File: src/rtl/core/mpi_pkg.sv
package mpi_pkg;

	// field widths
	localparam int BASE_W = 30;
	localparam int RES_W  = 30;
	localparam int OUT_W  = 32;
	localparam int OPD_W  = 31;
	localparam int PROD_W = 2 * OPD_W;
	localparam int RED_W  = 32;

	// prime modulus and derived constants
	localparam logic [BASE_W-1:0] PRIME    = 30'd1000000007;
	localparam logic [BASE_W-1:0] PRIME_M2 = 30'd1000000005;
	localparam logic [RED_W-1:0]  PRIME_X1 = 32'd1000000007;
	localparam logic [RED_W-1:0]  PRIME_X2 = 32'd2000000014;

	// barrett factor floor(2^60 / prime)
	localparam logic [OPD_W-1:0] BARRETT_MU = 31'd1152921496;

	// action codes
	localparam logic ACT_POWER   = 1'b0;
	localparam logic ACT_INVERSE = 1'b1;

	// sequencer states
	typedef enum logic [2:0] {
		ST_IDLE,
		ST_MUL,
		ST_QEST,
		ST_QMUL,
		ST_CORR,
		ST_OUT
	} state_t;

endpackage

File: src/rtl/core/modular_power_and_inverse_unit.sv
// Modular power and inverse modulo the prime 1000000007. Each input transaction
// carries a base (below 2^30, reduced once on entry), an exponent and an action in
// tuser: 0 raises base to the exponent, 1 returns the inverse (base to the prime
// minus 2, exponent ignored; the inverse of 0 is 0). Exponent 0 gives 1. The
// exponent is scanned from its top bit by square-and-multiply on a single shared
// 31x31 multiplier; each modular product is a Barrett reduction through the
// states product, quotient estimate, quotient times prime and correction. The
// input is taken only while no item is in work; a finished result waits in an
// output register, so the next item may start while the previous result is
// still pending.
module modular_power_and_inverse_unit #(
	parameter int EXP_WIDTH = 32
) (
	input  logic                                           clk,
	input  logic                                           arst_n,
	input  logic                                           s_tvalid,
	output logic                                           s_tready,
	// base [29:0], exponent [EXP_WIDTH+29:30], zero padding above
	input  logic [((mpi_pkg::BASE_W+EXP_WIDTH+7)/8)*8-1:0] s_tdata,
	// action [0]
	input  logic                                           s_tuser,
	output logic                                           m_tvalid,
	input  logic                                           m_tready,
	// result [29:0], zero padding above
	output logic [mpi_pkg::OUT_W-1:0]                      m_tdata
);

	import mpi_pkg::*;

	localparam int CNT_W = $clog2(EXP_WIDTH + 1);

	state_t               state_q, state_d;
	logic [RES_W-1:0]     acc_q;
	logic [BASE_W-1:0]    base_q;
	logic [EXP_WIDTH-1:0] exp_q;
	logic [CNT_W-1:0]     cnt_q;
	logic                 mulb_q;
	logic [PROD_W-1:0]    prod_q;
	logic [RED_W-1:0]     xlo_q;
	logic [RES_W-1:0]     res_q;
	logic                 out_valid_q;

	logic [OPD_W-1:0]     mul_a, mul_b;
	logic [PROD_W-1:0]    mul_p;
	logic [RED_W-1:0]     corr_raw, corr_r;
	logic [BASE_W-1:0]    base_in, base_red;
	logic [EXP_WIDTH-1:0] exp_in;
	logic                 in_acc, mul_step, last_bit, out_free;

	// input decode and reduction of the base
	assign base_in  = s_tdata[BASE_W-1:0];
	assign base_red = (base_in >= PRIME) ? (base_in - PRIME) : base_in;
	assign exp_in   = (s_tuser == ACT_INVERSE) ? EXP_WIDTH'(PRIME_M2)
		: s_tdata[BASE_W +: EXP_WIDTH];

	assign s_tready = (state_q == ST_IDLE);
	assign in_acc   = s_tvalid && s_tready;
	assign mul_step = !mulb_q && exp_q[EXP_WIDTH-1];
	assign last_bit = (cnt_q == CNT_W'(1));
	assign out_free = !out_valid_q || m_tready;

	// shared multiplier operand selection
	always_comb begin
		mul_a = '0;
		mul_b = '0;
		case (state_q)
			ST_MUL: begin
				mul_a = OPD_W'(acc_q);
				mul_b = mulb_q ? OPD_W'(base_q) : OPD_W'(acc_q);
			end
			ST_QEST: begin
				mul_a = prod_q[59:29];
				mul_b = BARRETT_MU;
			end
			ST_QMUL: begin
				mul_a = prod_q[PROD_W-1:OPD_W];
				mul_b = OPD_W'(PRIME);
			end
			default: begin
				mul_a = '0;
				mul_b = '0;
			end
		endcase
	end

	assign mul_p = PROD_W'(mul_a) * PROD_W'(mul_b);

	// barrett correction, remainder below three times the prime
	assign corr_raw = xlo_q - prod_q[RED_W-1:0];
	always_comb begin
		if (corr_raw >= PRIME_X2) begin
			corr_r = corr_raw - PRIME_X2;
		end else if (corr_raw >= PRIME_X1) begin
			corr_r = corr_raw - PRIME_X1;
		end else begin
			corr_r = corr_raw;
		end
	end

	// next state
	always_comb begin
		state_d = state_q;
		case (state_q)
			ST_IDLE: begin
				if (s_tvalid) state_d = ST_MUL;
			end
			ST_MUL:  state_d = ST_QEST;
			ST_QEST: state_d = ST_QMUL;
			ST_QMUL: state_d = ST_CORR;
			ST_CORR: begin
				if (mul_step) state_d = ST_MUL;
				else if (last_bit) state_d = ST_OUT;
				else state_d = ST_MUL;
			end
			ST_OUT: begin
				if (out_free) state_d = ST_IDLE;
			end
			default: state_d = ST_IDLE;
		endcase
	end

	// state register
	always_ff @(posedge clk or negedge arst_n) begin
		if (!arst_n) begin
			state_q <= ST_IDLE;
		end else begin
			state_q <= state_d;
		end
	end

	// exponent scan control
	always_ff @(posedge clk or negedge arst_n) begin
		if (!arst_n) begin
			cnt_q  <= '0;
			mulb_q <= 1'b0;
		end else if (in_acc) begin
			cnt_q  <= CNT_W'(EXP_WIDTH);
			mulb_q <= 1'b0;
		end else if (state_q == ST_CORR) begin
			if (mul_step) begin
				mulb_q <= 1'b1;
			end else begin
				mulb_q <= 1'b0;
				cnt_q  <= cnt_q - CNT_W'(1);
			end
		end
	end

	// datapath registers
	always_ff @(posedge clk) begin
		prod_q <= mul_p;
		if (in_acc) begin
			base_q <= base_red;
			exp_q  <= exp_in;
			acc_q  <= RES_W'(1);
		end
		if (state_q == ST_QEST) xlo_q <= prod_q[RED_W-1:0];
		if (state_q == ST_CORR) begin
			acc_q <= corr_r[RES_W-1:0];
			if (!mul_step) exp_q <= exp_q << 1;
		end
		if (state_q == ST_OUT && out_free) res_q <= acc_q;
	end

	// output holding register
	always_ff @(posedge clk or negedge arst_n) begin
		if (!arst_n) begin
			out_valid_q <= 1'b0;
		end else if (state_q == ST_OUT && out_free) begin
			out_valid_q <= 1'b1;
		end else if (m_tready) begin
			out_valid_q <= 1'b0;
		end
	end

	assign m_tvalid = out_valid_q;
	assign m_tdata  = OUT_W'(res_q);

	// running value stays reduced at the start of every product
	a_acc_reduced: assert property (@(posedge clk) disable iff (!arst_n)
		state_q == ST_MUL |-> acc_q < PRIME)
		else $error("running value not reduced");

	// corrected remainder is always below the prime
	a_corr_range: assert property (@(posedge clk) disable iff (!arst_n)
		state_q == ST_CORR |-> corr_r < PRIME_X1)
		else $error("barrett correction out of range");

	// bit counter never runs out while a product is in work
	a_cnt_live: assert property (@(posedge clk) disable iff (!arst_n)
		(state_q == ST_MUL || state_q == ST_CORR) |-> cnt_q != '0)
		else $error("exponent bit counter exhausted");

	// an accepted transaction starts with a product
	a_start: assert property (@(posedge clk) disable iff (!arst_n)
		in_acc |=> state_q == ST_MUL && acc_q == RES_W'(1))
		else $error("item start not taken");

endmodule

File: config.mk
export PLATFORM = sky130hd
export DESIGN_NAME = modular_power_and_inverse_unit
export DESIGN_NICKNAME = d
export VERILOG_FILES = /design/src/rtl/core/mpi_pkg.sv /design/src/rtl/core/modular_power_and_inverse_unit.sv
export SDC_FILE = /design/constraint.sdc
export NUM_CORES = 2
export LEC_CHECK = 0
export ABC_CLOCK_PERIOD_IN_PS = 11330
export BUFFER_PORTS_ARGS = -buffer_cell sky130_fd_sc_hd__buf_2
export CORE_UTILIZATION = 46
export DETAILED_ROUTE_END_ITERATION = 16
export PLACE_DENSITY = 0.6
export SKIP_CTS_REPAIR_TIMING = 1
export SYNTH_ARGS = -nofsm -noshare
export SYNTH_HDL_FRONTEND = slang
export SYNTH_SLANG_ARGS = --single-unit
File: constraint.sdc
create_clock -name clk -period 11.33 [get_ports clk]
set_input_delay 0 -clock clk [delete_from_list [all_inputs] [get_ports clk]]
set_output_delay 0 -clock clk [all_outputs]
set_load 0.05 [all_outputs]
==> results.yml <==
worst_setup_path:
  crit_required_ns: 11.78
  setup.worst_path.end_class: "flop"
  cpPeakStageDelay_ns: 0.79
  crit_path_frequent_cell: "fa_1"
  criticalPathCategory: "flop to flop"
  worstPathArrival_ns: 11.12
  crit_slowest_cell: "dfrtp_2"
  cp_max_fo: 30
  start_kind: "flop"
cts:
  clk_latency_ns: 0.57
  path_clk_slew_ns: 0.07
  cts_buffer_depth: 3
  htree_num_levels: 1
  cts-root-buf: "clkbuf_16"
  clock-sinks: 227
  cts_buffers: 24
  cts_tree: "built"
run:
  maxCapViolCount: 0
yosys:
  synth_area_um2: 42640
  synth_area_leaders: "fa_1 39%, edfxtp_1 8.6%, ha_1 8.6%, inv_1 7.5%, nand2_1 5.6%"
  ys_ff_latch: 227
  ys_top_cells_by_count: "848 x inv_1, 838 x fa_1, 638 x nand2_1"
  synth_cells: 4771
  ys_seq_area_share_pct: 13.65
  synth_area_per_cell_um2: 8.938
  synth_edf_count: 122
  synth_top_area_share_pct: 39.34
  ys.flop_type: "edfxtp_1"
  synth_top_cell_by_area: "fa_1"
  synth.distinct_cells: 99
  yosys_warnings: 0
  synthArstFlopShare_pct: 4.846
  yosys.cell_count.top_type: "inv_1"
floorplanning:
  design.portCount: 103
  coreArea_um2: 91800
  dieArea_um2: 93930
  die_y_um: 306.5
  fp.dieW_um: 306.5
  start_util_pct: 46.45
  rows: 111
drt:
  dr_total_vias: 34020
  wl_per_cell_um: 22.65
  drt-initial-drc-count: 2886
  ant_nets: 0
  firstDrtPassIters: 6
  drc: 0
  totalWireLength_um: 139100
  via_per_inst: 5.540
timing:
  worst_pin_slew_ns: 1.253
  max_freq_ghz: 0.09377
  relSlewSlack_pct: 16.49
  setup_violations: 0
  hold_violations: 0
  skew_ns: 0.03875
  rsz0062_at_grt: "false"
  period_share_pct: 94.13
  fin_setup_tns_ns: 0
  maxSlewViolCount: 0
  fin_ws_ns: 0.6652
  fin_crit_ns: 10.66
  whs_ns: 0.06382
finish:
  fin_area_um2: 46490
  antenna_cells: 0
  register_area_um2: 5824
  drive_gt1_share_pct: 8.248
  area_growth_pct: 9.010
  fillerInstances: 8800
  multi_input_area_um2: 32770
  fin_nets: 6079
grt:
  grt_pass1_vias: 33950
  grt_usage_pct: 29.92
  overflow: 0
  grt_max_degree: 41
  grt_pass1_wl_um: 209000
  antenna_found_initial: 3
place:
  place_ws_ns: 0.9117
  hpwl_um: 111900
  place_congestion: 1.013
  io_buffers: 98
  dpl_cell_area_um2: 44910
min_path:
  min_path_type: "input pin to flop"
outcome:
  outcome: "finished clean"
-- cells in the final DEF (no fill, tap or decap), drive strengths merged, types with 9 or more instances in the layout --
cell type    Yosys  final
a211oi          15     15
a21o            98     98
a21oi          181    181
a31oi           14     14
and2            43     43
and3            22     22
and4            10     10
buf             36    243
clkbuf         208     31
dfrtp           11     11
dfxtp           94     94
dlygate4sd3      0     78
edfxtp         122    122
fa             838    838
ha             292    292
inv            848    851
mux2            55     55
mux2i           21     21
nand2          640    640
nand2b          26     26
nand3           50     50
nand4           23     23
nor2           605    605
nor2b           19     19
nor3            51     51
nor3b           22     22
o211ai          18     18
o21a            19     19
o21ai          107    107
o21bai          12     12
o22ai           18     18
o31ai            9      9
or2             13     13
or3             12     12
xnor2           73     73
xor2            42     42
-- per-stage QoR --
step | instances | util [%]
after detailed placement | 6019 | 48.92
after floorplan | 4777 | -
after CTS | 6063 | 49.79
final | 6141 | 50.64
after global routing | 6141 | 50.64
after global placement | 6019 | 48.92
-- area by class of cell --
class                   count  share of cell area (%)
clock buffers              31                   1.416
clock inverters            13                  0.2907
inverters                 848                   6.847
multi-input cells        3458                   70.50
flip-flops and latches    227                   12.53
well taps                1243                   3.346
repair buffers            321                   5.076
-- registers in the layout (all words and copies together), names as in the netlist --
signal	flops
acc_q	30
xlo_q	32
cnt_q	6
state_q	3
prod_q	62
mulb_q	1
m_tvalid	1
base_q	30
exp_q	32
res_q	30
-- per-layer routing --
layer  share of wire [%]  GRT usage (%)  vias to the layer above
li1                    -              -                    15050
met4                 5.3          12.85                        4
met2                  46          48.27                     1312
met1                  40          39.66                    17340
met3                 8.0          5.212                      309
met5               0.016              0                        -
-- worst max-delay path, delay by kind of cell (launching register included) --
kind	cells	cell delay, ns
fa+ha+maj	9	4.43
buf+inv	4	0.25
compound gates	5	1.83
simple gates	9	3.06
flops	1	0.79
xor+xnor	1	0.15
-- cell families (layout without fill, tap and decap cells) --
group	Yosys count	after routing	synth area share, %
XOR/XNOR	115	115	2.362
other	2	8	0.01761
multiplexers	76	76	1.945
adder cells (fa/ha/maj)	1130	1130	47.91
AND/OR/NAND/NOR	1563	1563	15.57
buffers and inverters	1092	1213	9.744
AO/OA/AOI/OAI	566	566	8.805
flip-flops	227	227	13.65
-- final timing paths --
kind | from | endpoint | slack [ns] | cells past startpoint
setup / recovery | state_q[1] | prod_q[55] | 0.67 | 28
hold / removal | s_tuser | exp_q[0] | 0.06 | 3
setup reg to reg | state_q[1] | prod_q[55] | 0.67 | 28
hold reg to reg | prod_q[25] | xlo_q[25] | 0.44 | 0
max in group asynchronous | arst_n | state_q[2] | 10.28 | 3
min in group asynchronous | arst_n | mulb_q | 0.55 | 3
Power is not shown: default switching activity piles up to over one toggle a cycle in this logic, so the estimate is an artifact.
